## src/sv/cpyc_pkg.sv

```systemverilog
// ----------------------------------------------------------------------------
// cpyc_pkg
// Shared constants and types of the cascaded PI yaw controller.
// ----------------------------------------------------------------------------
package cpyc_pkg;

  localparam int ACC_W  = 36;  // product accumulator
  localparam int FRAC_W = 12;  // Q4.12 gains
  localparam int GAIN_W = 16;
  localparam int CFG_IDX_W  = 4;
  localparam int CFG_DATA_W = 16;

  localparam logic signed [13:0] WRAP_HALF = 14'sd2880;
  localparam logic signed [13:0] WRAP_FULL = 14'sd5760;
  localparam logic signed [23:0] RATE_SAT  = 24'sd32767;
  localparam logic signed [23:0] DZ_THRESH = 24'sd2;

  localparam logic [15:0] RST_OUTER_PROP = 16'd26829;
  localparam logic [15:0] RST_OUTER_INT  = 16'd123;
  localparam logic [15:0] RST_INNER_PROP = 16'd1843;
  localparam logic [15:0] RST_INNER_INT  = 16'd102;
  localparam logic [14:0] RST_ANGLE_LIM  = 15'd4800;
  localparam logic [14:0] RST_RATE_LIM   = 15'd1280;
  localparam logic [7:0]  RST_DEADZONE   = 8'd16;
  localparam logic [9:0]  RST_PWM_LIM    = 10'd200;

  typedef logic signed [ACC_W-1:0] acc_t;

  typedef enum logic [CFG_IDX_W-1:0] {
    REG_OUTER_PROP = 4'd0,
    REG_OUTER_INT  = 4'd1,
    REG_INNER_PROP = 4'd2,
    REG_INNER_INT  = 4'd3,
    REG_ANGLE_LIM  = 4'd4,
    REG_RATE_LIM   = 4'd5,
    REG_DEADZONE   = 4'd6,
    REG_PWM_LIM    = 4'd7
  } cfg_reg_t;

endpackage

```

## src/sv/cascaded_pi_yaw_controller_unit.sv

```systemverilog
// ----------------------------------------------------------------------------
// cascaded_pi_yaw_controller_unit
// Cascaded PI heading/rate controller driving two wheel PWM values.
//
// Input channel (in_valid/in_ready) takes one sample word: fwd_speed,
// target_heading, measured_heading, measured_rate. Output channel
// (out_valid/out_ready) returns one word per sample: left_pwm, right_pwm.
// Config port: cfg_we writes cfg_data into register cfg_index on the clock
// edge; indexes past the last register are ignored. Write only while idle.
//
// One sample is handled at a time. The four gain products share one
// shift-and-add multiplier that consumes one gain bit per cycle. Five steps
// surround them: heading error, rate error, rate integrator, turn and output.
// in_ready returns in the same cycle as the result word appears, so a new
// sample is taken only once the last result is in the output register.
// The output register decouples the sides: if the receiver stalls, the
// finished word waits there and the next sample still runs, then holds in
// its last step until the register is free.
// Synchronous reset clears both integrators, restores the register defaults
// and empties the output register.
// ----------------------------------------------------------------------------
module cascaded_pi_yaw_controller_unit (
  input  logic                                clk,
  input  logic                                rst,
  input  logic                                in_valid,
  output logic                                in_ready,
  input  logic signed [10:0]                  fwd_speed,
  input  logic signed [12:0]                  target_heading,
  input  logic signed [12:0]                  measured_heading,
  input  logic signed [15:0]                  measured_rate,
  output logic                                out_valid,
  input  logic                                out_ready,
  output logic signed [10:0]                  left_pwm,
  output logic signed [10:0]                  right_pwm,
  input  logic                                cfg_we,
  input  logic [cpyc_pkg::CFG_IDX_W-1:0]      cfg_index,
  input  logic [cpyc_pkg::CFG_DATA_W-1:0]     cfg_data
);

  typedef enum logic [2:0] {
    S_IDLE, S_ERR, S_MUL_OUTER, S_RATE, S_RINT, S_MUL_INNER, S_TURN, S_OUT
  } state_t;

  state_t state;

  // config registers
  logic [15:0] outer_prop_gain, outer_int_gain, inner_prop_gain, inner_int_gain;
  logic [14:0] angle_integral_limit, rate_integral_limit;
  logic [7:0]  deadzone_offset;
  logic [9:0]  pwm_limit;

  // state and working registers
  logic signed [15:0] heading_integral, rate_integral;
  logic signed [13:0] err;
  logic signed [10:0] base;
  logic signed [15:0] rate;
  logic signed [16:0] rate_err;
  logic signed [20:0] turn;
  cpyc_pkg::acc_t     acc, mcand;
  logic [cpyc_pkg::GAIN_W-1:0] gain_sr;
  logic [4:0]         cnt;

  // heading error with wrap
  logic signed [13:0] err_diff, err_wrap;
  always_comb begin
    err_diff = 14'(target_heading) - 14'(measured_heading);
    err_wrap = err_diff;
    if (err_wrap > cpyc_pkg::WRAP_HALF) err_wrap = err_wrap - cpyc_pkg::WRAP_FULL;
    if (err_wrap < -cpyc_pkg::WRAP_HALF) err_wrap = err_wrap + cpyc_pkg::WRAP_FULL;
  end

  // heading integrator
  logic signed [16:0] hi_sum, hi_lim;
  logic signed [15:0] heading_integral_next;
  always_comb begin
    hi_sum = 17'(heading_integral) + 17'(err);
    hi_lim = $signed({2'b00, angle_integral_limit});
    if (hi_sum > hi_lim)       heading_integral_next = hi_lim[15:0];
    else if (hi_sum < -hi_lim) heading_integral_next = 16'(-hi_lim);
    else                       heading_integral_next = hi_sum[15:0];
  end

  // desired rate and rate error
  logic signed [23:0] prod_hi;
  logic signed [15:0] d_sat;
  logic signed [16:0] rate_err_next;
  always_comb begin
    prod_hi = acc[cpyc_pkg::ACC_W-1:cpyc_pkg::FRAC_W];
    if (prod_hi > cpyc_pkg::RATE_SAT)       d_sat = cpyc_pkg::RATE_SAT[15:0];
    else if (prod_hi < -cpyc_pkg::RATE_SAT) d_sat = 16'(-cpyc_pkg::RATE_SAT);
    else                                    d_sat = prod_hi[15:0];
    rate_err_next = 17'(d_sat) - 17'(rate);
  end

  // rate integrator
  logic signed [17:0] ri_sum, ri_lim;
  logic signed [15:0] rate_integral_next;
  always_comb begin
    ri_sum = 18'(rate_integral) + 18'(rate_err);
    ri_lim = $signed({3'b000, rate_integral_limit});
    if (ri_sum > ri_lim)       rate_integral_next = ri_lim[15:0];
    else if (ri_sum < -ri_lim) rate_integral_next = 16'(-ri_lim);
    else                       rate_integral_next = ri_sum[15:0];
  end

  // dead zone and reduction to whole counts
  logic signed [24:0] t16_adj, dz16;
  logic signed [20:0] turn_next;
  always_comb begin
    dz16 = $signed({13'd0, deadzone_offset, 4'd0});
    if (prod_hi >= cpyc_pkg::DZ_THRESH)       t16_adj = 25'(prod_hi) + dz16;
    else if (prod_hi <= -cpyc_pkg::DZ_THRESH) t16_adj = 25'(prod_hi) - dz16;
    else                                      t16_adj = 25'(prod_hi);
    turn_next = t16_adj[24:4];
  end

  // wheel outputs
  logic signed [21:0] left_sum, right_sum, plim;
  logic signed [10:0] left_next, right_next;
  always_comb begin
    plim      = $signed({12'd0, pwm_limit});
    left_sum  = 22'(base) - 22'(turn);
    right_sum = 22'(base) + 22'(turn);
    if (left_sum > plim)       left_next = plim[10:0];
    else if (left_sum < -plim) left_next = 11'(-plim);
    else                       left_next = left_sum[10:0];
    if (right_sum > plim)       right_next = plim[10:0];
    else if (right_sum < -plim) right_next = 11'(-plim);
    else                        right_next = right_sum[10:0];
  end

  assign in_ready = (state == S_IDLE);

  // config writes
  always_ff @(posedge clk) begin
    if (rst) begin
      outer_prop_gain      <= cpyc_pkg::RST_OUTER_PROP;
      outer_int_gain       <= cpyc_pkg::RST_OUTER_INT;
      inner_prop_gain      <= cpyc_pkg::RST_INNER_PROP;
      inner_int_gain       <= cpyc_pkg::RST_INNER_INT;
      angle_integral_limit <= cpyc_pkg::RST_ANGLE_LIM;
      rate_integral_limit  <= cpyc_pkg::RST_RATE_LIM;
      deadzone_offset      <= cpyc_pkg::RST_DEADZONE;
      pwm_limit            <= cpyc_pkg::RST_PWM_LIM;
    end else if (cfg_we) begin
      case (cfg_index)
        cpyc_pkg::REG_OUTER_PROP: outer_prop_gain      <= cfg_data;
        cpyc_pkg::REG_OUTER_INT:  outer_int_gain       <= cfg_data;
        cpyc_pkg::REG_INNER_PROP: inner_prop_gain      <= cfg_data;
        cpyc_pkg::REG_INNER_INT:  inner_int_gain       <= cfg_data;
        cpyc_pkg::REG_ANGLE_LIM:  angle_integral_limit <= cfg_data[14:0];
        cpyc_pkg::REG_RATE_LIM:   rate_integral_limit  <= cfg_data[14:0];
        cpyc_pkg::REG_DEADZONE:   deadzone_offset      <= cfg_data[7:0];
        cpyc_pkg::REG_PWM_LIM:    pwm_limit            <= cfg_data[9:0];
        default: ;
      endcase
    end
  end

  // sequencer, serial multiplier and output register
  always_ff @(posedge clk) begin
    if (rst) begin
      state            <= S_IDLE;
      out_valid        <= 1'b0;
      heading_integral <= '0;
      rate_integral    <= '0;
      cnt              <= '0;
    end else begin
      if (out_valid && out_ready && state != S_OUT) out_valid <= 1'b0;
      case (state)
        S_IDLE: begin
          if (in_valid) begin
            err   <= err_wrap;
            base  <= fwd_speed;
            rate  <= measured_rate;
            state <= S_ERR;
          end
        end
        S_ERR: begin
          heading_integral <= heading_integral_next;
          acc     <= '0;
          mcand   <= cpyc_pkg::acc_t'(err);
          gain_sr <= outer_prop_gain;
          cnt     <= '0;
          state   <= S_MUL_OUTER;
        end
        S_MUL_OUTER, S_MUL_INNER: begin
          if (gain_sr[0]) acc <= acc + mcand;
          cnt <= cnt + 5'd1;
          if (cnt == 5'd15) begin
            if (state == S_MUL_OUTER) begin
              mcand   <= cpyc_pkg::acc_t'(heading_integral);
              gain_sr <= outer_int_gain;
            end else begin
              mcand   <= cpyc_pkg::acc_t'(rate_integral);
              gain_sr <= inner_int_gain;
            end
          end else begin
            gain_sr <= gain_sr >> 1;
            mcand   <= mcand <<< 1;
          end
          if (cnt == 5'd31) state <= (state == S_MUL_OUTER) ? S_RATE : S_TURN;
        end
        S_RATE: begin
          rate_err <= rate_err_next;
          state    <= S_RINT;
        end
        S_RINT: begin
          rate_integral <= rate_integral_next;
          acc     <= '0;
          mcand   <= cpyc_pkg::acc_t'(rate_err);
          gain_sr <= inner_prop_gain;
          cnt     <= '0;
          state   <= S_MUL_INNER;
        end
        S_TURN: begin
          turn  <= turn_next;
          state <= S_OUT;
        end
        S_OUT: begin
          if (!out_valid || out_ready) begin
            left_pwm  <= left_next;
            right_pwm <= right_next;
            out_valid <= 1'b1;
            state     <= S_IDLE;
          end
        end
        default: state <= S_IDLE;
      endcase
    end
  end

endmodule

```

## config.mk

```make
export PLATFORM = sky130hd
export DESIGN_NAME = cascaded_pi_yaw_controller_unit
export DESIGN_NICKNAME = d
export VERILOG_FILES = /design/src/sv/cpyc_pkg.sv /design/src/sv/cascaded_pi_yaw_controller_unit.sv
export SDC_FILE = /design/constraint.sdc
export NUM_CORES = 1
export LEC_CHECK = 0
export ABC_AREA = 1
export BUFFER_PORTS_ARGS = -buffer_cell sky130_fd_sc_hd__buf_2
export CORE_MARGIN = 2
export CORE_UTILIZATION = 64
export DETAILED_ROUTE_END_ITERATION = 8
export PLACE_DENSITY = 0.82
export SETUP_SLACK_MARGIN = 0.2
export SLEW_MARGIN = 20
export SYNTH_ARGS = -nofsm -noshare
export SYNTH_HDL_FRONTEND = slang
export SYNTH_SLANG_ARGS = --single-unit
```

## constraint.sdc

```tcl
create_clock -name clk -period 5.75 [get_ports clk]
set_input_delay 1.15 -clock clk [delete_from_list [all_inputs] [get_ports clk]]
set_output_delay 1.15 -clock clk [all_outputs]
set_load 0.01 [all_outputs]
```

==> After elaboration in Yosys (flattened, before gate mapping) <==
Cells that the tools add are included.
{ "totals": {"ff_bits": 342, "inputBits": 78, "out_inout_bits": 24, "wordCells": 132} }
{ "classes": {"addsub": 15, "magnitude_cmp": 14, "n_eq_ne": 21, "mux": 31, "bitwise_logic": 1, "reduce_logical": 25} }
{ "ops": {"columns": ["cell", "n"], "rows": [
  ["16-bit two-way mux", 8],
  ["36-bit two-way mux", 3],
  ["36-bit case mux with 3 select lines", 1],
  ["36-bit case mux with 2 select lines", 1],
  ["25-bit two-way mux", 2],
  ["16-bit case mux with 3 select lines", 1],
  ["22-bit by 11-bit greater-than comparator with 1-bit output", 2],
  ["22-bit < comparator", 2],
  ["36-bit adder", 1],
  ["14-bit two-way mux", 2],
  ["24-bit by 13-bit adder with 25-bit output", 1],
  ["24-bit by 13-bit subtractor with 25-bit output", 1],
  ["24-bit by 3-bit >= comparator with 1-bit output (second input constant)", 1],
  ["24-bit by 16-bit greater-than comparator with 1-bit output (second input constant)", 1],
  ["24-bit by 2-bit less-or-equal comparator with 1-bit output (second input constant)", 1],
  ["24-bit by 16-bit < comparator with 1-bit output (second input constant)", 1],
  ["11-bit by 21-bit adder with 22-bit output", 1],
  ["11-bit two-way mux", 2],
  ["10-bit negator with 22-bit output", 1],
  ["2-bit AND reduction", 11],
  ["11-bit by 21-bit subtractor with 22-bit output", 1],
  ["3-bit case mux with 7 select lines", 1],
  ["10-bit two-way mux", 2],
  ["16-bit by 17-bit adder with 18-bit output", 1],
  ["other kinds (37)", 58]
]} }

==> Logic depth before layout (Yosys ltp) <==
{ "depth": {"ltp_word": 5, "mapped_depth": 29, "depth_no_buf": 27} }

==> Worst setup path before layout <==
No wires, ideal clock.
{ "synth_timing": {"kind": "reg2reg", "from": "reg base[10]", "to": "reg right_pwm[8], data pin", "setup_ns": 0.253, "arrival_time_ns": 4.274, "required_ns": 5.497, "slack_ns": 1.223, "stages_incl_launch_ff": 26, "path_buffers": 3, "synth_period_minus_slack_ns": 4.527, "path_cell_list": "edfxtp_1 -> ha_1 -> buf_2 -> inv_1 -> nand2_1 -> nor3_1 -> nand4_1 -> nand2_1 -> a21oi_1 -> o21ai_2 -> nand2_1 -> a22oi_1 -> buf_2 -> inv_1 -> ha_1 -> nand4_1 -> nor3_1 -> nand4_1 -> a31o_2 -> nand2_1 -> clkinv_1 -> clkbuf_1 -> nand2_1 -> o21ai_0 -> nand2_1 -> nand2_1"} }
{ "synth_between": {"elab_chain_cells": 4, "word_cells_on_any_way": 5, "cone_classes": "add/sub (1); order compare (2); mux (2)"} }
{ "synth_rtl": {"columns": ["element", "line", "rtl"], "rows": [
  ["start, declared", "cascaded_pi_yaw_controller_unit.sv:55", "logic signed [10:0] base;"],
  ["start signal, assigned", "cascaded_pi_yaw_controller_unit.sv:174", "base <= fwd_speed;"],
  ["11-bit by 21-bit adder with 22-bit output *", "cascaded_pi_yaw_controller_unit.sv:123", "right_sum = 22'(base) + 22'(turn);"],
  ["22-bit < comparator", "cascaded_pi_yaw_controller_unit.sv:128", "else if (right_sum < -plim) right_next = 11'(-plim);"],
  ["11-bit two-way mux", "cascaded_pi_yaw_controller_unit.sv:128", null],
  ["10-bit two-way mux *", "cascaded_pi_yaw_controller_unit.sv:127", "if (right_sum > plim) right_next = plim[10:0];"],
  ["named net right_next[8]", "cascaded_pi_yaw_controller_unit.sv:119", "logic signed [10:0] left_next, right_next;"],
  ["end signal, assigned", "cascaded_pi_yaw_controller_unit.sv:223", "right_pwm <= right_next;"],
  ["end, declared", "cascaded_pi_yaw_controller_unit.sv:34", "output logic signed [10:0] right_pwm,"]
]} }
The timed path passes the listed nets; every way through them passes the cells marked *.
A chain may end at the register's enable or synchronous reset.

==> Worst setup path after layout <==
{ "layout_timing": {"from": "reg base[10]", "to": "reg right_pwm[9], data pin"} }
Same word-level chain as after synthesis.

==> results.ini <==
[run_status]
outcome=finished, final reports clean

[drt]
first_pass_iters=7
vias_per_cell=5.90
antenna_left=0
num_vias=25100
wl_per_cell_um=17.7
drcViolationCount=0
first_iter_violations=2314
drt-total-wl_um=75300

[floorplan]
start_util=0.645
pin_count=102
core-area_sq_um=41700
die_w_um=209
rows=75
die_y_um=209
die_area_sq_um=43600

[setup_path]
critPathCaptureType=flip-flop
rr_endpoint=right_pwm[9]
max_stage_delay_ns=0.59
cp_top_family=simple AND/OR/NAND/NOR gates
worstSetupPathType=reg2reg
crit_required_ns=6.07
cp-start-kind=flip-flop
cp.arrival_ns=5.22
critPathMaxFanout=18
path_cells=ha_1 -> inv_1 -> nand2_1 -> nor3_1 -> nand4_1 -> nand2_1 -> a21oi_1 -> o21ai_2 -> nand2_1 -> a22oi_1 -> buf_4 -> inv_1 -> ha_1 -> nand4_1 -> nor3_1 -> nand4_1 -> a31o_2 -> nand2_1 -> clkinv_1 -> nand2_1 -> o21ai_0 -> nand2_1 -> nand2_1
cpMaxStageDelayCell=edfxtp_1
r2r-start=base[10]
reg2regPathDepth=23
critPathMostFrequentCell=nand2_1
worst-path-buf-inv=4
rrSetupSlack_ns=0.84

[run]
drv_cap=0

[synth]
synth_warnings=0
synth_nets=4000
yosysMostFrequentCell=nand2_1
ys_seq_area_frac=0.325
synth_common_cells=nand2_1 (751), inv_1 (449), a21oi_1 (346)
async_reset_ff_frac=0
synth_top_area_frac=0.211
synth_top_flop_cell=edfxtp_1
ys_ff_latch=342
syn_inst=3621
syn_area_per_cell_sq_um=7.42
synth_edf_count=189
yosysUniqueCellTypes=67
synth_top_area_cell=edfxtp_1
syn_area_sq_um=26900
yosys-top-cells-area=edfxtp_1 (21%), ha_1 (14%), dfxtp_1 (11%)

[grt]
grt_use_total=0.343
overflow=0
grt_start_max_net_pins=120
grt_pass1_wl_um=121000
antenna_found_initial=2
grt_pass1_vias=23800

[finish]
layout.nets=4056
syn_to_final_growth_pct=8.50
layout-drive-gt1-share=0.0839
final_util=0.699

[clocking]
clk_pin_slew_ns=0.06
clk-insertion-delay-late_ns=0.60
cts_hold_buf=0
cts_made_buffers=40
cts_buffer_depth=3
cts_root_buf=clkbuf_16
cts_tree=done
clock-sinks=342
htree_levels=2

[sta]
setup_violations=0
hold_viol_final=0
period_needed_ns=4.91
hold_ws_ns=0.457
relSlewSlack=0.264
tns_ns=0
slew_violations=0
worst_pin_slew_ns=1.10
fmax_ghz=0.204
fin_skew_ns=0.0397
rsz0062_at_grt=false
min_period_over_period=0.853

[place]
io_buffers=101
dp_hpwl_um=56300
gp_congestion=1.00

[pwr]
power_leakage_nw=13.5
vdd_ir_drop_max_v=0.000433
power_mw=12.9
power.density_nw_per_um2=443

[hold_path]
hold_end=inner_int_gain[11]
hold_path_depth=2
hold_path.startpoint=inner_int_gain[11]
hp-class=reg2reg

[what timing repair did]
action	in CTS	in global routing
resized for setup	0	0
setup buffers	0	1
endpoints found under the hold margin	0	0
setup endpoints to repair	0	8
[tightest hold or removal path, cell delays in order, from the launching register on]
cell,delay (ns)
dfxtp_1,0.29
inv_1,0.06
a21oi_1,0.06
[cells by family (layout without fill, tap and decap cells)]
family | after synthesis | in the layout | share of synthesized area
buffers and inverters | 580 | 668 | 0.0839
adder cells (fa/ha/maj) | 301 | 301 | 0.143
flip-flops | 342 | 342 | 0.325
AO/OA/AOI/OAI | 880 | 880 | 0.187
other | 0 | 2 | 0
XOR/XNOR | 130 | 130 | 0.0424
AND/OR/NAND/NOR | 1388 | 1388 | 0.219
[area by class of cell]
| type | count | area (sq um) |
|---|---|---|
| multi-input cells | 2699 | 15900 |
| fillers | 3555 | 12500 |
| flip-flops and latches | 342 | 8740 |
| inverters | 469 | 1770 |
| clock buffers | 54 | 1140 |
| repair buffers | 125 | 698 |
| well taps | 539 | 674 |
| clock inverters | 20 | 225 |
| diodes | 2 | 5.00 |
[where the power goes]
part / leakage, nW / total, mW / internal (mW) / switching [mW]
clock: 0.658 / 2.64 / 1.54 / 1.10
sequential: 2.98 / 3.69 / 3.29 / 0.399
combinational: 9.87 / 6.57 / 2.26 / 4.31
[flip-flops by register name, summed over array words and instances, names as in the netlist, 3 cells and up]
name	cells
gain_sr	16
angle_integral_limit	15
turn	21
left_pwm	11
outer_prop_gain	16
outer_int_gain	16
state	3
rate_integral	16
rate_integral_limit	15
acc	36
inner_int_gain	16
rate_err	17
cnt	5
rate	16
deadzone_offset	8
err	14
base	11
heading_integral	16
mcand	36
pwm_limit	10
inner_prop_gain	16
right_pwm	11
[through the flow]
step	cells	cell area [sq um]	setup WS [ns]
after floorplan	3621	26900	1.22
after global placement	4172	27700	0.899
after detailed placement	4172	27700	0.703
after CTS	4246	29100	0.675
after global routing	4250	29100	0.454
final	4250	29100	0.845
[layer usage]
| metal | vias to the layer above | track usage | routed length [um] |
|---|---|---|---|
| met5 | - | 0 | 0 |
| li1 | 12400 | - | - |
| met1 | 11500 | 0.446 | 31400 |
| met3 | 186 | 0.0609 | 6130 |
| met2 | 982 | 0.569 | 34600 |
| met4 | 0 | 0.138 | 3210 |
[worst max path at each step]
stage                                to     start  slack, ns  cells after the start
final                      right_pwm[9]  base[10]       0.84                     23
after global routing      right_pwm[10]  base[10]       0.45                     21
after CTS                 right_pwm[10]  base[10]       0.67                     22
after detailed placement   right_pwm[9]  base[10]       0.70                     23
after global placement    right_pwm[10]  base[10]       0.90                     22
after floorplan            right_pwm[8]  base[10]       1.22                     25
[layout by cell type (no fill, tap or decap), drive strengths merged, types with 2 or more instances in the layout]
master   synthesis  final
o21a            15     15
diode            0      2
xnor2           18     18
o2111ai          7      7
a21boi           9      9
nor2           292    292
a22oi            4      4
fa               9      9
clkbuf          85     54
or2              9      9
a21o             4      4
ha             292    292
buf             26    125
nor4            15     15
o31ai           11     11
o211ai          55     55
bufinv           0      3
o221ai          10     10
a221oi           4      4
nand2          784    784
nand4           36     36
nand3b           5      5
clkinv           4     18
o21ai          354    354
xor2           112    112
o21bai          11     11
a21oi          361    361
dfxtp          153    153
nand3          203    203
nor3            43     43
inv            465    467
edfxtp         189    189
a31oi           20     20
o311ai           3      3
a211oi           5      5
(Power assumes the default switching activity.)
